$ cat src/sv/assert_macros.svh
// Assertion helpers shared by the RTL.
`ifndef ASSERT_MACROS_SVH
`define ASSERT_MACROS_SVH

// Implication checked on every rising edge outside reset.
`define AVI_ASSERT(label, clk, rst_n, prop, msg) \
  label: assert property (@(posedge clk) disable iff (!rst_n) prop) else $error(msg);

// Same check, also active during reset.
`define AVI_ASSERT_ALWAYS(label, clk, prop, msg) \
  label: assert property (@(posedge clk) prop) else $error(msg);

`endif

$ cat src/sv/avi_pkg.sv
package avi_pkg;

  localparam int unsigned CFG_IDX_W = 2;
  localparam logic [CFG_IDX_W-1:0] REG_ENABLE    = 2'd0;
  localparam logic [CFG_IDX_W-1:0] REG_LPF_ALPHA = 2'd1;
  localparam logic [CFG_IDX_W-1:0] REG_MAX_DT    = 2'd2;

  localparam logic [15:0] ALPHA_RESET  = 16'd3277;
  localparam logic [31:0] MAX_DT_RESET = 32'd500000;
  localparam logic signed [23:0] ONE_G_Q20 = 24'sh100000;
  localparam logic [19:0] G_Q16 = 20'd642690;
  localparam logic [19:0] US_PER_S = 20'd1000000;

  typedef struct packed {
    logic        has_sample;
    logic [31:0] timestamp_us;
    logic signed [15:0] accel_x;
    logic signed [15:0] accel_y;
    logic signed [15:0] accel_z;
    logic signed [15:0] g_load;
    logic        g_load_valid;
    logic signed [31:0] vario_in;
    logic        vario_valid;
  } in_item_t;

  typedef struct packed {
    logic signed [31:0] vario_out;
    logic        vario_adjusted;
  } out_item_t;

  typedef struct packed {
    logic        start;
    logic [31:0] op_a;
    logic [31:0] op_b;
  } ser_req_t;

  typedef struct packed {
    logic        busy;
    logic        done;
    logic [31:0] res;
  } ser_rsp_t;

endpackage

$ cat src/sv/avi_divider.sv
// Bit-serial restoring divider for unsigned 64/32 quotients, one bit per cycle.
// op_a holds the low half of the dividend; hi is loaded through dividend_hi.
module avi_divider (
  input  logic                clk,
  input  logic                rst_n,
  input  avi_pkg::ser_req_t   req,
  input  logic [31:0]         dividend_hi,
  output avi_pkg::ser_rsp_t   rsp,
  output logic [63:0]         quotient
);
  logic [63:0] quo_r, quo_nxt;
  logic [32:0] rem_r, rem_nxt;
  logic [31:0] den_r, den_nxt;
  logic [6:0]  cnt_r, cnt_nxt;
  logic        busy_r, busy_nxt;
  logic        done_r, done_nxt;
  logic [32:0] sh;

  always_comb begin
    sh       = {rem_r[31:0], quo_r[63]};
    quo_nxt  = quo_r;
    rem_nxt  = rem_r;
    den_nxt  = den_r;
    cnt_nxt  = cnt_r;
    busy_nxt = busy_r;
    done_nxt = 1'b0;
    if (req.start) begin
      quo_nxt  = {dividend_hi, req.op_a};
      rem_nxt  = '0;
      den_nxt  = req.op_b;
      cnt_nxt  = '0;
      busy_nxt = 1'b1;
    end else if (busy_r) begin
      if (sh >= {1'b0, den_r}) begin
        rem_nxt = sh - {1'b0, den_r};
        quo_nxt = {quo_r[62:0], 1'b1};
      end else begin
        rem_nxt = sh;
        quo_nxt = {quo_r[62:0], 1'b0};
      end
      cnt_nxt = cnt_r + 7'd1;
      if (cnt_r == 7'd63) begin
        busy_nxt = 1'b0;
        done_nxt = 1'b1;
      end
    end
  end

  always_ff @(posedge clk) begin
    quo_r <= quo_nxt;
    rem_r <= rem_nxt;
    den_r <= den_nxt;
    cnt_r <= cnt_nxt;
    if (!rst_n) begin
      busy_r <= 1'b0;
      done_r <= 1'b0;
    end else begin
      busy_r <= busy_nxt;
      done_r <= done_nxt;
    end
  end

  assign rsp.busy = busy_r;
  assign rsp.done = done_r;
  assign rsp.res  = quo_r[31:0];
  assign quotient = quo_r;
endmodule
$ cat config.mk
export PLATFORM = sky130hd
export DESIGN_NAME = avi_divider
export DESIGN_NICKNAME = d
export VERILOG_FILES = /design/src/sv/assert_macros.svh /design/src/sv/avi_pkg.sv /design/src/sv/avi_divider.sv
export SDC_FILE = /design/constraint.sdc
export NUM_CORES = 1
export LEC_CHECK = 0
export ABC_AREA = 1
export BUFFER_PORTS_ARGS = -buffer_cell sky130_fd_sc_hd__buf_2
export CAP_MARGIN = 30
export CORE_MARGIN = 1
export CORE_UTILIZATION = 31
export CTS_BUF_LIST = sky130_fd_sc_hd__clkbuf_4 sky130_fd_sc_hd__clkbuf_8
export DETAILED_ROUTE_END_ITERATION = 16
export PLACE_DENSITY = 0.49
export SETUP_SLACK_MARGIN = 0.1
export SLEW_MARGIN = 30
export SYNTH_ARGS = -nofsm -noshare
export SYNTH_HDL_FRONTEND = slang
export SYNTH_SLANG_ARGS = --single-unit
$ cat constraint.sdc
create_clock -name clk -period 3.3 [get_ports clk]
set_clock_uncertainty 0.05 [all_clocks]
set_input_delay 0.165 -clock clk [delete_from_list [all_inputs] [get_ports clk]]
set_output_delay 0.165 -clock clk [all_outputs]
set_load 0.1 [all_outputs]
# Word level (Yosys, flattened, before mapping)
# Cells that the tools add are included.
[totals]
reg_bits = 137
latch_bits = 0
mem_bits_rw = 0
mem_bits_ro = 0
inputBits = 99
output_inout_bits = 98
mem_count = 0
[op_classes]
add_sub_neg = 2
mul = 0
div_mod_pow = 0
order_cmp = 1
eq_ne = 1
shifts = 0
n_mux = 8
bitwise_logic = 2
n_reduce_logical = 2
[ops]
columns = ["cell", "count"]
rows = [
  ["$mux 64", 2],
  ["$ge 33x32->1", 1],
  ["$mux 32", 1],
  ["$sub 32x32->32", 1],
  ["$add 7x1->7 const B", 1],
  ["$eq 7x6->1 const B", 1],
  ["$mux 1", 5],
  ["$reduce_or 3->1", 1],
  ["$not 1->1", 2],
  ["$reduce_bool 2->1", 1],
]

# Logic depth before layout (Yosys ltp)
# Gate-level depths: netlist of run 1.
[depth]
depth_word = 4
mapped_depth = 17
depth_no_buf = 16

# Worst setup path after synthesis of run 1
# Ideal clock, no wire load.
[synth_path]
kind = "reg-to-reg"
from = "reg busy_r"
to = "reg quo_r[0], in the netlist quotient[0] (enable)"
setup_ns = 0.454
t_arrival_ns = 2.554
required_time_ns = 2.796
path_slack_ns = 0.242
path_stages_with_launch = 4
n_path_buf = 1
cell_sequence = "dfxtp_1 nor2_1 inv_1 clkbuf_1"
[synth_between]
elab_chain_cells = 1
[synth_rtl]
columns = ["element", "line", "source"]
rows = [
  ["from (decl)", "avi_divider.sv:15", "logic busy_r, busy_nxt;"],
  ["from (signal assigned)", "avi_divider.sv:58", "busy_r <= busy_nxt;"],
  ["$reduce_bool 2->1 (no line)", "n/a", ""],
  ["to (signal assigned)", "avi_divider.sv:50", "quo_r <= quo_nxt;"],
  ["to (decl)", "avi_divider.sv:11", "logic [63:0] quo_r, quo_nxt;"],
]
# Every way passes these cells.
# A chain may end at the register's enable or synchronous reset.

# Worst setup path after layout of run 1
[layout_path]
from = "reg den_r[23]"
to = "reg rem_r[25]"
[layout_between]
elab_chain_cells = 2
elab_cells_between_ends = 3
classes_between = "add/sub (1); order compare (1); mux (1)"
[layout_rtl]
columns = ["element", "line", "source"]
rows = [
  ["from (decl)", "avi_divider.sv:13", "logic [31:0] den_r, den_nxt;"],
  ["from (signal assigned)", "avi_divider.sv:52", "den_r <= den_nxt;"],
  ["$sub 32x32->32 or $ge 33x32->1 (tied branches)", "avi_divider.sv:35, avi_divider.sv:34", ""],
  ["$mux 32 *", "avi_divider.sv:34", "if (sh >= {1'b0, den_r}) begin"],
  ["to (signal assigned)", "avi_divider.sv:51", "rem_r <= rem_nxt;"],
  ["to (decl)", "avi_divider.sv:12", "logic [32:0] rem_r, rem_nxt;"],
]
# Mark *: on every way between the ends. The rest lies on a longest branch, timed or not.

==> metrics.md, run 1 <==
| Metric | Value |
|---|---|
| Mapped Nets | between 1,000 and 1,500 |
| WP data required | 3.61 ns |
| Cts repair resizes | 0 |
| Syn Area/Cell | roughly 7.2 um2 |
| P&R area growth vs syn | 28.7% |
| Crit path time final | 2.68 ns |
| Status | completed |
| Max Clk Rate | 373 MHz |
| Die width | approximately 170 um |
| Seq cells post-synth | 137 |
| Cell Rows | 60 |
| Vias in the first global route | 7,628 |
| Average via count per standard cell | about 4.4 |
| Worst Hold Class | input port to flip-flop |
| Metal-1 WL | about 12 mm |
| DRT Pass-1 Iters | 5 |
| Worst-skew pair later-pin latency | between 0.4 and 0.5 ns |
| Crit path DAT | roughly 3.0 ns |
| First-pass GRT wire length | between 30 and 40 mm |
| Peak supply drop | 0.330 mV |
| Count of final max-slew check failures | 0 |
| Synth Instances | 1,171 |
| Cell area after synthesis | between 8000 and 9000 um2 |
| Vias | 7,872 |
| Diodes inserted | 0 |
| IO buf count | between 150 and 200 |
| Dpl hpwl | 17.2 mm |
| Share of layout cells above drive strength 1 | 17.4% |
| Synth async-reset ratio | 0% |
| Chip height | about 170 um |
| Final nets | 1,559 |
| Slew headroom | ~49% |
| Clk buf depth | 2 |
| Boundary pin count | 197 |
| Root buf cell | clkbuf_8 |
| Clock buffer count from CTS | 17 |
| WL met3 | 1.30 mm |
| Antenna violations before repair | 0 |
| Setup violators final | 0 |
| Largest net degree at the start of global routing | between 60 and 70 |
| Core Area | about 27,000 um2 |
| Synth Flop Type | edfxtp_1 |
| Worst Path Max Fanout | 22 |
| Number of flops mapped to enable cells by yosys | between 90 and 100 |
| Min Hold Slack | about 0.15 ns |
| Max-cap violation count | 0 |
| Seq/Total Area, Yosys | between 40% and 50% |
| Post-route clock period utilization | 81.3% |
| Detail Route Antenna Nets | 0 |
| Worst setup EP type | flip-flop |
| Post-CTS Setup Bufs | 0 |
| DR DRC count | 0 |
| TritonCTS clock tree | yes |
| Setup_tns | 0 ns |
| Yosys warnings | 0 |
| Crit path kind | flip-flop to flip-flop |
| CP Launch Type | flip-flop |
| CTS H-tree lvls | 4 |
| Unrepaired setup endpoints after global routing | false |
| Wire per inst | about 14 um |
| Measured slew at the worst slew-check pin | about 0.76 ns |
| Max layer used | met4 |
| RePlAce Congestion | between 0.8 and 0.9 |
| GR Util All Layers | 18.0% |
| Final WL | 24.3 mm |
| Met2 routed WL | between 10 and 15 mm |
| Final Hold Viols | 0 |
| Leak | between 5 and 6 nW |
| CTS clk-pin slew, worst paths | ~0.09 ns |
| Starting Density | around a third |
| CTS sink count | between 100 and 150 |
| GRT Residual Overflow | 0 |
| Synth cell types | 36 |
| Die ar. | ~28,000 um2 |
| Iter 0 DRT Violations | between 400 and 500 |
| PwrDens | approximately 460 nW/um2 |
## layout make-up
| cell class | instances | area, um2 |
|---|---|---|
| Sequential cell | 137 | 3700 |
| Multi-Input combinational cell | 784 | 3640 |
| Clock inverter | 14 | 149 |
| Clock buffer | 18 | 241 |
| Fill cell | 2885 | 16000 |
| Inverter | 186 | 699 |
| Tap cell | 341 | 427 |
| Timing Repair Buffer | 300 | 2020 |
## sequential cells by signal, summed over array words and instances, names as in the netlist
name / flops
quotient: 64
rem_r: 32
busy_r: 1
done_r: 1
den_r: 32
cnt_r: 7
## power breakdown
group	switching, mW	internal (mW)	total [mW]
clock network	0.805	0.637	1.44
registers	0.0731	1.98	2.06
logic	1.21	0.302	1.51
total	2.09	2.92	5.01
## cells in the final DEF, fill, tap and decap left out, drive strengths merged, types with 2 or more instances in the layout
cell type,count
nand2,518
buf,203
inv,195
dlygate4sd3,97
edfxtp,96
nand3,86
nor2,49
dfxtp,41
ha,33
a21oi,23
clkbuf,18
o21ai,17
nand3b,13
xnor2,13
nor3,8
nand4,7
and2,5
o21bai,3
o21a,2
clkinvlp,2
clkinv,2
## metrics by stage
step	setup WS [ns]	utilization [%]	total power [mW]	instances	instance area [um2]
finish	0.617	40.5	5.01	1780	10900
global placement	0.640	35.4	3.52	1651	9520
floorplan	0.242	-	3.29	1171	8450
global route	0.376	40.5	5.23	1780	10900
CTS	0.634	40.5	5.07	1780	10900
detailed placement	0.636	35.4	3.52	1651	9520
## path summary, 6_finish.rpt
path                                   to  slack [ns]  cells after the start       from
worst max-delay path            rem_r[25]        0.62                     15  den_r[23]
worst min-delay path            den_r[19]        0.15                      1    req[64]
worst max register to register  rem_r[25]        0.62                     15  den_r[23]
worst min register to register  rem_r[19]        0.43                      2  rem_r[19]
## routing by layer
metal,global-route usage (%),up-vias
met3,4.18,26
met5,0,-
met2,29.2,220
met1,23.6,3526
met4,5.60,0
li1,-,4100
## worst max-delay path, stage by stage (launching register included)
cell and delay (ns):
edfxtp_1 0.35, inv_1 0.05, ha_1 0.37, nand2_2 0.17, inv_2 0.04, a21oi_1 0.18
nand2_1 0.11, nand2_1 0.07, nand2_1 0.08, nor2_4 0.38, buf_4 0.39, nand3_1 0.11
nand2_1 0.07, inv_1 0.05, nand2_1 0.05, nand2_1 0.04
## cell usage after synthesis (2+ instances only)
cell | instances | area [um2]
nor2_2 | 4 | 25.0
inv_2 | 3 | 11.3
nand4_1 | 7 | 43.8
clkbuf_1 | 16 | 60.1
xnor2_1 | 13 | 114
buf_1 | 3 | 11.3
buf_2 | 6 | 30.0
buf_4 | 35 | 263
nand3_1 | 85 | 425
edfxtp_1 | 96 | 2880
nor2_4 | 2 | 22.5
a21oi_1 | 23 | 115
nand3b_1 | 13 | 97.6
o21ai_0 | 7 | 35.0
nand2_1 | 515 | 1930
o21bai_1 | 3 | 22.5
nand2_2 | 2 | 12.5
dfxtp_1 | 41 | 821
nor3_1 | 8 | 40.0
inv_1 | 181 | 679
clkinv_1 | 2 | 7.51
and2_1 | 5 | 31.3
ha_1 | 33 | 413
nor2_1 | 43 | 161
o21ai_1 | 10 | 50.1
buf_6 | 4 | 45.0
o21a_1 | 2 | 15.0
## cells by family after synthesis
logic type	count (synthesis)	synth area share, %
compound gates	47	2.98
xor+xnor	14	1.45
fa+ha+maj	34	5.12
buf+inv	250	13.1
flops	137	43.8
simple gates	689	33.5
## repair_timing
action                                  in CTS  in global routing
endpoints found under the setup margin       0                  0
endpoints found under the hold margin       98                  0
hold buffers                                97                  0
(Power assumes the default switching activity.)
==> run 2, diff against run 1 <==
--- a/config.mk
+++ b/config.mk
@@ -5,14 +5,14 @@
 export SDC_FILE = /design/constraint.sdc
 export NUM_CORES = 1
 export LEC_CHECK = 0
-export ABC_AREA = 1
+export ABC_AREA = 0
 export BUFFER_PORTS_ARGS = -buffer_cell sky130_fd_sc_hd__buf_2
 export CAP_MARGIN = 30
 export CORE_MARGIN = 1
 export CORE_UTILIZATION = 31
 export CTS_BUF_LIST = sky130_fd_sc_hd__clkbuf_4 sky130_fd_sc_hd__clkbuf_8
 export DETAILED_ROUTE_END_ITERATION = 16
-export PLACE_DENSITY = 0.49
+export PLACE_DENSITY = 0.51
 export SETUP_SLACK_MARGIN = 0.1
 export SLEW_MARGIN = 30
 export SYNTH_ARGS = -nofsm -noshare
==> constraint.sdc (replaced) <==
create_clock -name clk -period 2.3 [get_ports clk]
set_clock_uncertainty 0.05 [all_clocks]
set_input_delay 0.115 -clock clk [delete_from_list [all_inputs] [get_ports clk]]
set_output_delay 0.115 -clock clk [all_outputs]
set_load 0.1 [all_outputs]
==> metrics.md, run 2 <==
| Metric | Value |
|---|---|
| Die ar. | roughly 26,000 um2 |
| Worst stage delay on the critical path | approximately 0.56 ns |
| CTS sink count | between 100 and 150 |
| Chip height | 161 um |
| Leak | between 5 and 6 nW |
| Post-Synth Adder-Cell Area | ~5.5% |
| Synth async-reset ratio | 0% |
| Main combinational cell family by area after synthesis | compound AO/OA/AOI/OAI gates |
| Violated checks | negative setup slack |
| Antenna violations before repair | 0 |
| Yosys warnings | 0 |
| Post-synth top area cell | edfxtp_1 |
| First-pass GRT wire length | between 30 and 40 mm |
| Crit-path cells | inv_1 -> ha_1 -> and3_4 -> buf_4 -> nand2_1 -> a21o_1 -> a31o_4 -> a211oi_4 -> or4_4 -> buf_12 -> mux2_4 |
| Die width | 161 um |
| CTS H-tree lvls | 4 |
| Max layer used | met4 |
| Cell Rows | 57 |
| WL met3 | about 870 um |
| Final worst slack | -0.431 ns |
| Final Hold Viols | 0 |
| Most frequent cells in the layout | buf_2, buf_4, dlygate4sd3_1 |
| IO buf count | about 200 |
| Commonest non-fill, non-tap cell in the layout | buf_2 |
| P&R area growth vs syn | 54.2% |
| Starting Density | between 30% and 40% |
| Count of final max-slew check failures | 0 |
| Iter 0 DRT Violations | slightly above 300 |
| Detail Route Antenna Nets | 0 |
| Crit path time final | 2.73 ns |
| Placed cell area | 10,000 um2 |
| Seq/Total Area, Yosys | 47.5% |
| Yosys top cell area share | between 30% and 40% |
| PwrDens | about 730 nW/um2 |
| Final instance area | 12,000 um2 |
| Crit path DAT | around 2.9 ns |
| Share of layout cells above drive strength 1 | between 40% and 50% |
| Worst-skew pair later-pin latency | around 0.47 ns |
| Xor/xnor cell area share of the yosys netlist | around 2.6% |
| Met2 routed WL | approximately 11 mm |
| Root buf cell | clkbuf_8 |
| Boundary pin count | a little under 200 |
| Diodes inserted | 0 |
| Fill count | ~2,300 |
| Max-cap violation count | 0 |
| Critical-path top delay cell | or4_4 |
| CP Launch Type | flip-flop |
| Metal-1 WL | a little under 10 mm |
| Dpl hpwl | between 15 and 20 mm |
| Placed cell count | between 1,000 and 1,500 |
| Unrepaired setup endpoints after global routing | true |
| DRT Pass-1 Iters | 4 |
| Final Non-Filler Cells | ~1,500 |
| CP Buf/Inv Count | 3 |
| Total power | 8.77 mW |
| Clk buf depth | 2 |
| Worst Path Max Fanout | 8 |
| Final Util | 49.0% |
| Status | complete, but fails checks |
| Worst setup EP type | flip-flop |
| Seq cells post-synth | approximately 140 |
| Synth cell types | 66 |
| Vias in the first global route | approximately 7,000 |
| Multi-input logic area | about 4100 um2 |
| GR Util All Layers | between 10% and 20% |
| Slew headroom | 65.6% |
| DR DRC count | 0 |
| Average via count per standard cell | about 4.7 |
| RePlAce Congestion | 0.855 |
| Place WS | -0.579 ns |
| TritonCTS clock tree | yes |
| Clock buffer count from CTS | 17 |
| Wire per inst | around 15 um |
| Peak supply drop | 0.484 mV |
| Synth Area in Compound Gates | about 14% |
| Max reg flops | 64 |
| Synth top area cells | edfxtp_1, dfxtp_1, mux2_2 |
| Register Area | about 3700 um2 |
| Setup violators final | 33 |
| Cell area after synthesis | around 7800 um2 |
| Synth Instances | around 720 |
| Post-route clock period utilization | 119% |
| Post-synth top cells | edfxtp_1, mux2_2, nor2_1 |
| Crit path kind | flip-flop to flip-flop |
| CP top delay family | simple AND/OR/NAND/NOR gates |
| Worst Hold Class | input port to flip-flop |
| Core Area | 24,500 um2 |
| WP data required | about 2.5 ns |
| Number of flops mapped to enable cells by yosys | 96 |
| Mapped Nets | between 800 and 900 |
| Post-Synth Simple-Gate Area | approximately a tenth |
| Vias | 6,945 |
| Largest net degree at the start of global routing | 51 |
| GRT Residual Overflow | 0 |
| Synth Flop Type | edfxtp_1 |
| Measured slew at the worst slew-check pin | ~0.52 ns |
| CTS clk-pin slew, worst paths | about 0.090 ns |
| Max Clk Rate | 366 MHz |
| Syn Area/Cell | between 10 and 15 um2 |
| Most frequent cell after synthesis | edfxtp_1 |
| Final nets | between 1,000 and 1,500 |
| Final WL | roughly 22 mm |
| Post-synthesis mux area share | 12.2% |
[run 2: cell types whose count changed after synthesis, moves of 12 or more]
cell / delta
a211oi_1: +22
nand2_1: -473
o21ai_0: +15
nor2_1: +14
a21oi_1: +26
nand3b_1: -12
nand3_1: -78
inv_1: -137
mux2i_1: +22
mux2_2: +65
[run 2: cell families (layout without fill, tap and decap cells)]
family / count (synthesis) / after routing
fa+ha+maj: 34 / 34
xor+xnor: 23 / 23
flops: 137 / 137
mux: 87 / 87
buf+inv: 111 / 529
compound gates: 164 / 164
simple gates: 166 / 166
[run 2: worst register-to-register path: cells and delay by family, from the launching register on]
| kind | cells | cell delay, ns |
|---|---|---|
| adders and majority gates | 1 | 0.24 |
| muxes | 1 | 0.27 |
| buffers and inverters | 3 | 0.39 |
| DFF | 1 | 0.37 |
| and+or+nand+nor | 3 | 0.82 |
| AOI/OAI and AO/OA | 3 | 0.36 |
[run 2: final timing paths]
| path | start | endpoint | slack [ns] | cells after the start |
|---|---|---|---|---|
| max reg2reg | den_r[11] | quotient[0] | -0.43 | 11 |
| min reg2reg | cnt_r[6] | cnt_r[6] | 0.45 | 2 |
| min | req[64] | cnt_r[1] | 0.03 | 2 |
| max | den_r[11] | quotient[0] | -0.43 | 11 |
[run 2: where the power goes]
part | switching, mW | internal, mW
Combinational | 2.34 | 1.28
Sequential | 0.160 | 2.90
Clock | 1.17 | 0.922
[run 2: per-stage QoR]
step	hold slack [ns]	TNS, ns
after floorplan	0.164	-21.24
after global placement	0.243	-14.90
after detailed placement	0.243	-15.49
after CTS	0.0141	-11.28
after global routing	0.0362	-14.79
final	0.0308	-10.76
[run 2: timing repair]
item | CTS | global route
setup endpoints to repair | 33 | 33
resized for setup | 69 | 38
hold buffers | 97 | 0
setup buffers | 9 | 5
endpoints found under the hold margin | 98 | 0
pin swaps | 34 | 36
cloned | 1 | 0
[run 2: area by class of cell]
class,instances,share of cell area [%]
Clock buffer,17,1.94
Clock inverter,15,1.48
Inverter,44,1.40
Multi-Input combinational cell,474,33.9
Sequential cell,137,30.8
Tap cell,324,3.37
Timing Repair Buffer,453,27.1
[run 2: layer usage]
layer  GRT usage (%)  vias to the layer above
li1                -                     3440
met1            21.6                     3304
met4            5.15                        0
met2            31.2                      185
met5               0                        -
met3            3.59                       16
