$ cat config.mk
export PLATFORM = sky130hd
export DESIGN_NAME = avi_isqrt
export DESIGN_NICKNAME = d
export VERILOG_FILES = /design/src/sv/assert_macros.svh /design/src/sv/avi_pkg.sv /design/src/sv/avi_isqrt.sv
export SDC_FILE = /design/constraint.sdc
export NUM_CORES = 1
export LEC_CHECK = 0
export BUFFER_PORTS_ARGS = -buffer_cell sky130_fd_sc_hd__buf_2
export CORE_UTILIZATION = 48
export CTS_BUF_LIST = sky130_fd_sc_hd__clkbuf_8 sky130_fd_sc_hd__clkbuf_16
export CTS_CLUSTER_DIAMETER = 30
export CTS_CLUSTER_SIZE = 20
export DETAILED_ROUTE_END_ITERATION = 16
export PLACE_DENSITY = 0.82
export SETUP_SLACK_MARGIN = 0.3
export SYNTH_ARGS = -nofsm -noshare
export SYNTH_HDL_FRONTEND = slang
export SYNTH_SLANG_ARGS = --single-unit
$ cat constraint.sdc
create_clock -name clk -period 2.1 [get_ports clk]
set_input_delay 0.105 -clock clk [delete_from_list [all_inputs] [get_ports clk]]
set_output_delay 0.105 -clock clk [all_outputs]
set_load 0.1 [all_outputs]
$ cat src/sv/assert_macros.svh
// Assertion helpers shared by the RTL.
`ifndef ASSERT_MACROS_SVH
`define ASSERT_MACROS_SVH

// Implication checked on every rising edge outside reset.
`define AVI_ASSERT(label, clk, rst_n, prop, msg) \
  label: assert property (@(posedge clk) disable iff (!rst_n) prop) else $error(msg);

// Same check, also active during reset.
`define AVI_ASSERT_ALWAYS(label, clk, prop, msg) \
  label: assert property (@(posedge clk) prop) else $error(msg);

`endif

$ cat src/sv/avi_pkg.sv
package avi_pkg;

  localparam int unsigned CFG_IDX_W = 2;
  localparam logic [CFG_IDX_W-1:0] REG_ENABLE    = 2'd0;
  localparam logic [CFG_IDX_W-1:0] REG_LPF_ALPHA = 2'd1;
  localparam logic [CFG_IDX_W-1:0] REG_MAX_DT    = 2'd2;

  localparam logic [15:0] ALPHA_RESET  = 16'd3277;
  localparam logic [31:0] MAX_DT_RESET = 32'd500000;
  localparam logic signed [23:0] ONE_G_Q20 = 24'sh100000;
  localparam logic [19:0] G_Q16 = 20'd642690;
  localparam logic [19:0] US_PER_S = 20'd1000000;

  typedef struct packed {
    logic        has_sample;
    logic [31:0] timestamp_us;
    logic signed [15:0] accel_x;
    logic signed [15:0] accel_y;
    logic signed [15:0] accel_z;
    logic signed [15:0] g_load;
    logic        g_load_valid;
    logic signed [31:0] vario_in;
    logic        vario_valid;
  } in_item_t;

  typedef struct packed {
    logic signed [31:0] vario_out;
    logic        vario_adjusted;
  } out_item_t;

  typedef struct packed {
    logic        start;
    logic [31:0] op_a;
    logic [31:0] op_b;
  } ser_req_t;

  typedef struct packed {
    logic        busy;
    logic        done;
    logic [31:0] res;
  } ser_rsp_t;

endpackage

$ cat src/sv/avi_isqrt.sv
// Bit-serial integer square root, two radicand bits per cycle.
module avi_isqrt (
  input  logic                clk,
  input  logic                rst_n,
  input  avi_pkg::ser_req_t   req,
  output avi_pkg::ser_rsp_t   rsp
);
  logic [31:0] rad_r, rad_nxt;
  logic [17:0] rem_r, rem_nxt;
  logic [15:0] root_r, root_nxt;
  logic [4:0]  cnt_r, cnt_nxt;
  logic        busy_r, busy_nxt;
  logic        done_r, done_nxt;
  logic [17:0] trial;
  logic [17:0] shifted;

  always_comb begin
    shifted  = {rem_r[15:0], rad_r[31:30]};
    trial    = {root_r, 2'b01};
    rad_nxt  = rad_r;
    rem_nxt  = rem_r;
    root_nxt = root_r;
    cnt_nxt  = cnt_r;
    busy_nxt = busy_r;
    done_nxt = 1'b0;
    if (req.start) begin
      rad_nxt  = req.op_a;
      rem_nxt  = '0;
      root_nxt = '0;
      cnt_nxt  = '0;
      busy_nxt = 1'b1;
    end else if (busy_r) begin
      rad_nxt = {rad_r[29:0], 2'b00};
      if (shifted >= trial) begin
        rem_nxt  = shifted - trial;
        root_nxt = {root_r[14:0], 1'b1};
      end else begin
        rem_nxt  = shifted;
        root_nxt = {root_r[14:0], 1'b0};
      end
      cnt_nxt = cnt_r + 5'd1;
      if (cnt_r == 5'd15) begin
        busy_nxt = 1'b0;
        done_nxt = 1'b1;
      end
    end
  end

  always_ff @(posedge clk) begin
    rad_r  <= rad_nxt;
    rem_r  <= rem_nxt;
    root_r <= root_nxt;
    cnt_r  <= cnt_nxt;
    if (!rst_n) begin
      busy_r <= 1'b0;
      done_r <= 1'b0;
    end else begin
      busy_r <= busy_nxt;
      done_r <= done_nxt;
    end
  end

  assign rsp.busy = busy_r;
  assign rsp.done = done_r;
  assign rsp.res  = {16'd0, root_r};
endmodule

**Word-level counts from Yosys, hierarchy flattened**

Index checks and enable logic that the tools add are counted.

- Add/subtract/negate cells: 2
- Order comparisons: 1
- Equality and inequality tests: 1
- Muxes and demuxes: 8
- Bitwise gates (word level): 2
- Reduce and logical (&&, ||, !) cells: 2

Operators by type and width:

| operator | number |
|---|---|
| 2-to-1 mux 32 bit | 2 |
| greater-or-equal comparator 18 bit | 1 |
| 2-to-1 mux 16 bit | 1 |
| subtractor 16 bit | 1 |
| adder 5 x 1 -> 5 bit (second input constant) | 1 |
| equality test 5 x 4 -> 1 bit (second input constant) | 1 |
| 2-to-1 mux 1 bit | 5 |
| OR reduction 3 bit | 1 |
| inverter 1 bit | 2 |
| nonzero test 2 bit | 1 |

- Register bits after elaboration: 71
- Bits of input ports: 67
- Output and inout bits: 34
- Logic and storage cells: 22

**Logic depth before layout (Yosys ltp)**

Gate-level depths: netlist of run 1.

- Depth in word-level cells: 4
- Gate-level depth with buffers: 10
- Depth with buffers taken out: 9

**Worst setup path before layout of run 1**

OpenSTA, ideal clock, no wires.

- Path kind: reg-to-reg
- From: register root_r[0]
- To: register rem_r[12]
- Setup time: 0.059 ns
- Arrival: 2.836 ns
- Required time: 2.041 ns
- Slack: -0.795 ns
- Stages on the path, launching flop included: 11
- Path buffers: 1
- Clock period less this slack: 2.895 ns
- Cell sequence: dfxtp_1 inv_1 ha_1 nor2b_1 o21ai_2 and4b_4 o31ai_4 o21ai_2 buf_6 a311oi_2 o31a_1

- Cells in the longest elaborated chain, start to end: 2
- Elaborated cells between the ends (all ways): 3
- Classes of those cells: add/sub (1); order compare (1); mux (1)

RTL lines:

| element | line | text |
|---|---|---|
| from (decl) | avi_isqrt.sv:10 | `logic [15:0] root_r, root_nxt;` |
| from (signal assigned) | avi_isqrt.sv:52 | `root_r <= root_nxt;` |
| subtractor 16 bit or greater-or-equal comparator 18 bit (tied branches) | avi_isqrt.sv:35, avi_isqrt.sv:34 |  |
| 2-to-1 mux 16 bit * | avi_isqrt.sv:34 | `if (shifted >= trial) begin` |
| to (signal assigned) | avi_isqrt.sv:51 | `rem_r <= rem_nxt;` |
| to (decl) | avi_isqrt.sv:9 | `logic [17:0] rem_r, rem_nxt;` |

Mark *: on every way between the ends. The rest lies on a longest branch, timed or not.
A chain may end at the register's enable or synchronous reset.

**Worst setup path in the final report of run 1**

- From: register root_r[5]
- To: register rem_r[7]

The elaborated chain is that of the path after synthesis.

==> summary.md, run 1 <==
| Metric | Value |
|---|---|
| Dpl cell area | 4560 sq um |
| Routed vias/inst | 5.28 |
| Detailed Place HPWL | 5710 microns |
| Total power draw | 6890 uW |
| Port bufs | 52 |
| Synth warn | 0 |
| H-tree lvl count | 3 |
| DRC viols | 1 |
| Congestion Overflow GR | 0 |
| Worst slew margin | 0.523 |
| Status | complete, but fails checks |
| Distinct cell type count of the synthesized netlist | 48 |
| DRT antenna net count | 0 |
| Unrepaired setup endpoints after global routing | true |
| Worst-Margin Slew | 0.713 ns |
| Initial core utilization | 0.495 |
| Pwr per Cell Area | 1390 nW/um^2 |
| Synthesized area | 3810 sq um |
| Final period util | 1.01 |
| Yosys reg bits | 71 |
| First-pass GRT wire length | 13100 microns |
| # diodes | 0 |
| Worst-skew pair later-pin latency | 0.36 ns |
| Most common cell after layout, fill and taps aside | buf_2 |
| Fin crit period | 2.13 ns |
| WL/cell | 14.5 microns |
| Total GRT Usage | 0.201 |
| Overall routed net length | 8130 microns |
| Reg clk slew, reported paths | 0.08 ns |
| Crit path kind | flop to flop |
| TritonCTS Buffers | 9 |
| Max Root-Sink Buffers | 2 |
| Placement Setup Slack | -0.114 ns |
| Total core area | 7690 sq um |
| Slew Limit Fails | 0 |
| Maximum clock rate | 470 MHz |
| Ys async rst share | 0 |
| Via count | 2960 |
| Largest net degree at the start of global routing | 33 |
| Failing checks | design-rule violations, negative setup slack |
| Synth Area per Inst | 10.6 sq um |
| Leak | 0.00207 uW |
| Most frequent cells in the layout | buf_2, buf_4, nor2_1 |
| Layout cells sized above 1 | 0.466 |
| Critical Path RT | 2.33 ns |
| Ys flop type | dfxtp_1 |
| CTS sink cnt | 71 |
| Die height | 91.0 microns |
| DRT iter0 DRCs | 143 |
| Worst Path Arrival | 2.36 ns |
| Max_cap viols | 0 |
| Worst hold path type | primary input to flop |
| Vias in the first global route | 2961 |
| Gate Count Post-Synth | 359 |
| Final hold vios | 0 |
| Die ar. | 8290 sq um |
| Nets | 541 |
| Worst Path Max Fanout | 6 |
| FP Rows | 32 |
| CP endpoint kind | flop |
| I/O pin cnt | 101 |
| Peak VDD IR | 0.588 mV |
| Setup violators final | 2 |
| EDFF count, synth | 32 |
| Final Instance Area | 4950 sq um |
| Setup ws final | -0.0265 ns |
| Synth-to-layout area growth | 29.9% |
| CTS tree | yes |
| Clock root buffer | clkbuf_8 |
| TritonRoute pass-1 iters | 10 |
| Setup Skew | 0.00794 ns |
| Register area share after synthesis | 0.458 |
| CP Launch Type | flop |
| Die Span X | 91.0 microns |
| Routability Congestion | 0.879 |
| Initial antenna violation count | 0 |
==> worst paths after layout <==
kind	slack, ns	end	startpoint	cells past startpoint
worst max register to register	-0.03	rem_r[7]	root_r[5]	10
worst max-delay path	-0.03	rem_r[7]	root_r[5]	10
worst min-delay path	0.03	rad_r[1]	req[33]	2
worst min register to register	0.46	rem_r[14]	rem_r[14]	2
==> cells by family after synthesis <==
family | count (synthesis) | share of synthesized area
fa+ha+maj | 20 | 0.0657
buf+inv | 54 | 0.0740
xor+xnor | 17 | 0.0391
other cells | 1 | 0.000985
compound gates | 63 | 0.120
mux | 52 | 0.147
flops | 71 | 0.458
simple gates | 81 | 0.0957
==> timing repair <==
action / in CTS / in global routing
buffers inserted: 4 / 1
hold buffers: 1 / 0
resized for setup: 19 / 19
pin swaps: 4 / 11
setup endpoints to repair: 18 / 17
cloned: 0 / 1
hold endpoints to repair: 2 / 0
==> flip-flops by register name, indices dropped and copies added (netlist names) <==
signal and count:
rad_r 32, rem_r 16, root_r 16, busy_r 1, cnt_r 5, done_r 1
==> power breakdown <==
part	total [uW]	switching (uW)	internal, uW
Clock	1010	569	438
Combinational	4120	2020	2100
Sequential	1770	140	1630
==> synth_stat cells, types with 2 or more instances <==
library cell,count,area share
o211ai_1,2,0.0039
o21a_1,4,0.0079
o21ai_0,11,0.014
nand2b_1,2,0.0033
a21oi_1,14,0.018
mux2i_1,21,0.055
mux2_2,31,0.092
dfxtp_1,39,0.21
nand4_1,3,0.0049
o21ai_2,2,0.0046
buf_4,19,0.037
and2_1,2,0.0033
nand3_1,4,0.0053
xor2_1,9,0.021
o2111ai_1,2,0.0046
xnor2_1,8,0.018
inv_1,22,0.022
nand2_1,18,0.018
a31oi_1,2,0.0033
a21o_1,4,0.0079
and3_1,3,0.0049
nor2b_1,2,0.0033
a32oi_1,5,0.012
a211oi_1,5,0.0099
clkbuf_1,11,0.011
edfxtp_1,32,0.25
a41o_1,2,0.0053
ha_1,20,0.066
nor3_1,2,0.0026
nor2_1,40,0.039
==> worst max-delay path, stage by stage, from the launching register on <==
cell	delay, ns
dfxtp_4	0.35
inv_2	0.04
ha_4	0.22
a211oi_4	0.21
nor2_2	0.08
and4b_4	0.34
o31ai_4	0.06
o21ai_2	0.21
buf_6	0.17
mux2i_4	0.24
a211oi_2	0.09
==> per-layer routing <==
| layer | vias to the layer above | global-route usage | wire length (microns) |
|---|---|---|---|
| met3 | 17 | 0.0603 | 492 |
| met4 | 0 | 0.0873 | 157 |
| li1 | 1437 | - | - |
| met1 | 1424 | 0.228 | 3360 |
| met2 | 82 | 0.351 | 4120 |
| met5 | - | 0 | 0 |
==> metrics by stage <==
| stage | TNS (ns) | hold WS (ns) | utilization | instances |
|---|---|---|---|---|
| after floorplan | -1.58 | 0.222 | - | 374 |
| after global placement | -0.114 | 0.322 | 0.593 | 538 |
| after detailed placement | -0.433 | 0.334 | 0.593 | 538 |
| after CTS | -0.0455 | 0.0218 | 0.630 | 559 |
| after global routing | -0.738 | 0.0262 | 0.643 | 561 |
| final | -0.0449 | 0.0306 | 0.643 | 561 |
==> final cells by class <==
type                    instances  area (sq um)
clock inverters                 7          55.1
repair buffers                101           649
clock buffers                   9           124
multi-input cells             249          2100
inverters                      22          86.3
fillers                       625          2740
flip-flops and latches         71          1800
well taps                     102           128
Power figures use the tool's default switching activity.
==> inputs of run 2 (changes only) <==
- BUFFER_PORTS_ARGS: -buffer_cell sky130_fd_sc_hd__buf_2 -> not set
- CORE_UTILIZATION: 48 -> 57
- DONT_BUFFER_PORTS: not set -> 1
- PLACE_DENSITY: 0.82 -> 0.8
==> run 2 against run 1 <==
  * The run ends with negative setup slack left
  * First-iteration DRC count shrank 15%
  * Clock power grew 6%
  * Final cell count shrank 6.4%
  * Global-route usage grew 5.7 points
  * Cell area grew 1.9%
  * Critical path depth grew 1
  * Power shrank 0.28%
  * Register-to-register slack lost 0.05 ns
  * Die area shrank 15%
  * Sequential power is essentially flat
  * Maximum frequency shrank 2.5%
  * Clock-buffer cell count is the same
  * Critical endpoint is now root_r[0]
==> summary.md, run 2 (synthesis results as in run 1) <==
| Metric | Value |
|---|---|
| Status | complete, but fails checks |
| Failing checks | negative setup slack |
| Crit path kind | flop to flop |
| Routed vias/inst | 5.43 (+2.9%) |
| Dpl cell area | 4330 sq um (-4.9%) |
| CP endpoint kind | flop |
| Nets | 530 (-2.0%) |
| Fin Hold WS | 0.0937 ns (+0.0630 ns) |
| Unrepaired setup endpoints after global routing | true |
| Area of the multi-input gates | 2070 sq um (-1.5%) |
| Leak | 0.00202 uW (-2.6%) |
| HP Start | req[64] |
| Congestion Overflow GR | 0 (unchanged) |
| Total GRT Usage | 0.259 (+0.0572) |
| FP Rows | 29 (-9.4%) |
| Final period util | 1.04 (+0.0259) |
| Critical Path RT | 2.39 ns (+0.06 ns) |
| Most frequent cells in the layout | buf_4, nor2_1, dlygate4sd3_1 |
| Setup ws final | -0.0809 ns (-0.0544 ns) |
| Setup Skew | 0.00965 ns (+0.00170 ns) |
| Setup violators final | 8 (+6) |
| Worst Path Arrival | 2.47 ns (+0.11 ns) |
| Final cell count without fillers | 525 (-6.4%) |
| Max_cap viols | 0 (unchanged) |
| DRT antenna net count | 0 (unchanged) |
| Crit path from | root_r[5] |
| Final Instance Area | 5040 sq um (+1.9%) |
| Reg clk slew, reported paths | 0.08 ns (about the same) |
| CP Launch Type | flop |
| Leading registers by flop count | rad_r: 32 flops, rem_r: 16 flops, root_r: 16 flops |
| Layout cells sized above 1 | 0.362 (-0.105) |
| Worst Path Max Fanout | 4 (-2) |
| Largest register FFs | 32 (unchanged) |
| FF+latch area | 1800 sq um (unchanged) |
| First-pass GRT wire length | 14100 microns (+7.3%) |
| # diodes | 0 (unchanged) |
| Detailed Place HPWL | 5020 microns (-12%) |
| Synth-to-layout area growth | 32.4% |
| Worst-Margin Slew | 0.823 ns (+0.111 ns) |
| Total core area | 6390 sq um (-17%) |
| WL/cell | 16.1 microns (+11%) |
| I/O pin cnt | 101 (unchanged) |
| Initial antenna violation count | 0 (unchanged) |
| Most common cell after layout, fill and taps aside | buf_4 |
| TritonRoute pass-1 iters | 4 (-6) |
| Vias in the first global route | 2992 (+1.0%) |
| Maximum clock rate | 459 MHz (-2.5%) |
| Final hold vios | 0 (unchanged) |
| DRC viols | 0 (-1) |
| Clock root buffer | clkbuf_8 |
| Largest Register | rad_r |
| Placement Setup Slack | -0.100 ns (+0.0135 ns) |
| Die height | 83.7 microns (-8.1%) |
| Setup TNS | -0.304 ns (-0.259 ns) |
| Port bufs | 0 (-100%) |
| DRT iter0 DRCs | 122 (-15%) |
| Slew Limit Fails | 0 (unchanged) |
| Routability Congestion | 0.838 (-4.7%) |
| Post-Place Cells | 470 (-13%) |
| CTS tree | yes |
| Worst slew margin | 0.451 (-0.0720) |
| Worst hold path type | primary input to flop |
| Largest net degree at the start of global routing | 64 (+94%) |
| Critical R2R Launch | root_r[5] |
| Peak VDD IR | 0.935 mV (+59%) |
| H-tree lvl count | 3 (unchanged) |
| Initial core utilization | 0.596 (+0.101) |
| Die ar. | 7010 sq um (-15%) |
| Via count | 2851 (-3.7%) |
| Die Span X | 83.7 microns (-8.1%) |
| Fillcell total | 398 (-36%) |
| TritonCTS Buffers | 9 (unchanged) |
| Pwr per Cell Area | 1360 nW/um^2 (-2.1%) |
| Fin crit period | 2.18 ns (+0.0544 ns) |
| Worst-skew pair later-pin latency | 0.35 ns (about the same) |
| Overall routed net length | 8440 microns (+3.9%) |
| CTS sink cnt | 71 (unchanged) |
| Max Root-Sink Buffers | 2 (unchanged) |
run 2: final cells by class:
cell class / count / area share
multi-input combinational: 249 / 0.411
timing repair buffer: 90 / 0.158
sequential: 71 / 0.357
inverter: 22 / 0.0171
clock inverter: 7 / 0.0129
tap: 77 / 0.0191
clock buffer: 9 / 0.0246
run 2: where the power goes:
part           switching (uW)  internal (uW)
Clock                     529            537
Sequential                136           1630
Combinational            1960           2080
Total                    2630           4240
run 2: worst max-delay path: stages, from the launching register on:
cell and delay (ns):
dfxtp_4 0.35, inv_2 0.04, ha_4 0.27, a211oi_2 0.06, nor2_2 0.17, and4b_4 0.24
o31ai_4 0.25, o21ai_2 0.11, buf_6 0.14, buf_4 0.13, mux2_4 0.27, nor2_2 0.09
run 2: what timing repair did:
action                     4_1_cts  5_1_grt
hold buffers                    35        0
resized for setup               23        4
gates cloned                     0        0
hold endpoints to repair        66        0
buffers inserted                 4        0
pin swaps                       10        5
setup endpoints to repair       17       17
run 2: worst paths after layout:
check	to	slack, ns	cells after the start
setup / recovery	root_r[0]	-0.08	11
hold reg to reg	rem_r[14]	0.47	2
hold / removal	root_r[12]	0.09	2
setup reg to reg	root_r[0]	-0.08	11
run 2: per-layer routing:
layer  track usage  share of wire
met5             0              0
met4         0.131          0.023
met3        0.0485          0.042
met2         0.457           0.51
met1         0.298           0.42
run 2: metrics by stage:
step	power, uW	util
2_1_floorplan	4250	-
3_3_place_gp	5040	0.678
3_5_place_dp	5110	0.678
4_1_cts	6730	0.786
5_1_grt	7280	0.789
6_report	6870	0.789
==> inputs of run 3 (changes only) <==
- SETUP_SLACK_MARGIN: 0.3 -> 0.05
==> run 3 against run 2 <==
  * The flow still finishes with violations (negative setup slack)
  * Non-clock buffer count rose by 9
  * Worst setup slack improved by 0.0067 ns
  * Clock-buffer cell count rose by 2
  * Clock skew fell by 0.0010 ns
  * Register-to-register slack barely moved
  * Core utilization rose by 2.7 points
  * Sequential share of layout area fell by 1.1 points
  * Critical endpoint is now rem_r[1]
  * Largest cell class unchanged
  * Highest routed layer unchanged
==> summary.md, run 3 (synthesis results as in run 1) <==
| Metric | Value |
|---|---|
| Max_cap viols | 0 (unchanged) |
| Internal Power | 4530 uW (+6.8%) |
| Sequential power share | 0.237 (-0.020) |
| DRT antenna net count | 0 (unchanged) |
| Detailed Place HPWL | 5480 microns (+9.3%) |
| Maximum clock rate | 460 MHz (+0.31%) |
| Worst-skew pair later-pin latency | 0.36 ns (about the same) |
| Total core area | 6390 sq um (unchanged) |
| Worst hold path type | primary input to flop |
| Layout cells sized above 1 | 0.403 (+0.0410) |
| Routability Congestion | 0.833 (-0.57%) |
| Clock power frac | 0.156 (about the same) |
| CTS tree | yes |
| Vias in the first global route | 3233 (+8.1%) |
| Met2 Routed Length | 5310 microns (+23%) |
| Largest register FFs | 32 (unchanged) |
| Post-Place Cells | 475 (+1.1%) |
| TritonRoute pass-1 iters | 5 (+1) |
| I/O pin cnt | 101 (unchanged) |
| Placement Setup Slack | -0.116 ns (-0.0154 ns) |
| Fillcell total | 359 (-9.8%) |
| WL/cell | 18.4 microns (+15%) |
| Critical Path RT | 2.37 ns (-0.02 ns) |
| Final cell count without fillers | 534 (+1.7%) |
| Crit path from | root_r[1] |
| Nets | 539 (+1.7%) |
| Largest Register | rad_r |
| Setup ws final | -0.0742 ns (+0.00671 ns) |
| Via count | 3036 (+6.5%) |
| Initial antenna violation count | 0 (unchanged) |
| Reg clk slew, reported paths | 0.08 ns (about the same) |
| Max Root-Sink Buffers | 2 (unchanged) |
| FP Rows | 29 (unchanged) |
| NetSw | 2960 uW (+12%) |
| Port bufs | 0 (unchanged) |
| Slew Limit Fails | 0 (unchanged) |
| Synth-to-layout area growth | 36.9% |
| Critical R2R Launch | root_r[1] |
| Failing checks | negative setup slack |
| Die Span X | 83.7 microns (unchanged) |
| Worst Path Max Fanout | 4 (unchanged) |
| Worst Path Arrival | 2.44 ns (-0.03 ns) |
| Peak VDD IR | 1.01 mV (+7.8%) |
| Unrepaired setup endpoints after global routing | true |
| Pwr per Cell Area | 1440 nW/um^2 (+5.4%) |
| Max layer used | met4 |
| CP Launch Type | flop |
| Worst-Margin Slew | 0.502 ns (-0.321 ns) |
| Worst slew margin | 0.665 (+0.214) |
| Fin crit period | 2.17 ns (-0.00671 ns) |
| Final core utilization | 0.816 (+0.0266) |
| Congestion Overflow GR | 0 (unchanged) |
| Comb power frac | 0.607 (+0.019) |
| Initial core utilization | 0.596 (unchanged) |
| Most frequent cells in the layout | buf_4, nor2_1, dlygate4sd3_1 |
| Routed vias/inst | 5.69 (+4.7%) |
| Largest net degree at the start of global routing | 63 (-1.6%) |
| Total power draw | 7490 uW (+9.0%) |
| DRT iter0 DRCs | 201 (+65%) |
| Overall routed net length | 9840 microns (+16%) |
| Crit path kind | flop to flop |
| Setup violators final | 8 (unchanged) |
| First-pass GRT wire length | 15400 microns (+9.0%) |
| Final period util | 1.04 (-0.00320) |
| Status | complete, but fails checks |
| CP endpoint kind | flop |
| Leading registers by flop count | rad_r: 32 flops, rem_r: 16 flops, root_r: 16 flops |
| Met1 Wirelength | 3880 microns (+8.8%) |
| Most common cell after layout, fill and taps aside | buf_4 |
| Setup Skew | 0.00865 ns (-0.000996 ns) |
| HP Start | req[64] |
| DRC viols | 0 (unchanged) |
| Final hold vios | 0 (unchanged) |
| H-tree lvl count | 3 (unchanged) |
| # diodes | 0 (unchanged) |
| Total GRT Usage | 0.283 (+0.0241) |
| Switching Fraction | 0.395 (+0.0122) |
| DR WL met3 | 508 microns (+42%) |
| Clock root buffer | clkbuf_8 |
| TritonCTS Buffers | 9 (unchanged) |
| Die ar. | 7010 sq um (unchanged) |
| Die height | 83.7 microns (unchanged) |
| Fin Hold WS | 0.0902 ns (-0.00347 ns) |
| Leak | 0.00210 uW (+4.1%) |
| CTS sink cnt | 71 (unchanged) |
==> run 3: cell types whose count changed in the layout (fill, tap and decap cells not counted), sizes merged <==
cell	previous run	this run
clkinv	2	3
clkinvlp	4	1
buf	56	65
clkbuf	9	11
==> run 3: through the flow <==
| step | cell area [sq um] | setup TNS (ns) |
|---|---|---|
| 2_1_floorplan | 4040 | -1.58 |
| 3_3_place_gp | 4360 | -0.0301 |
| 3_5_place_dp | 4360 | -0.724 |
| 4_1_cts | 5030 | -0.196 |
| 5_1_grt | 5210 | -1.26 |
| 6_report | 5210 | -0.276 |
==> run 3: power groups by stage <==
stage | combinational [uW] | sequential (uW) | clock [uW]
floorplan | 2430 | 1810 | 0
global placement | 3290 | 1780 | 0
detailed placement | 3420 | 1780 | 0
CTS | 3900 | 1760 | 1160
global route | 4780 | 1790 | 1230
finish | 4550 | 1770 | 1170
==> run 3: cell type report <==
class	instances	area, sq um	area share
Clock buffer	11	151	0.0291
Sequential cell	71	1800	0.346
Multi-Input combinational cell	249	2130	0.409
Timing Repair Buffer	99	886	0.170
Clock inverter	5	56.3	0.0108
Tap cell	77	96.3	0.0185
Inverter	22	85.1	0.0163
==> run 3: final timing paths <==
kind / to / slack (ns) / depth (start not counted)
setup / recovery: rem_r[1] / -0.07 / 10
hold / removal: root_r[13] / 0.09 / 2
setup reg to reg: rem_r[1] / -0.07 / 10
hold reg to reg: rem_r[14] / 0.47 / 2
==> run 3: repair_timing <==
item                                    in CTS  in global routing
hold buffers                                35                  0
pin swaps                                    8                 23
endpoints found under the hold margin       63                  0
buffers inserted                             2                  7
endpoints found under the setup margin      16                 17
resized for setup                           22                 28
==> run 3: critical path: stages (launching register included) <==
cell,delay (ns)
dfxtp_4,0.36
inv_4,0.03
ha_4,0.28
and3_4,0.19
o21ai_2,0.07
and4b_4,0.19
o31ai_4,0.23
o21ai_4,0.12
buf_6,0.14
or2_1,0.21
a311oi_2,0.26
==> run 3: metal layers <==
metal,global-route usage,vias up
met5,0,-
met4,0.119,0
met3,0.0801,15
met2,0.500,103
met1,0.318,1476
li1,-,1442
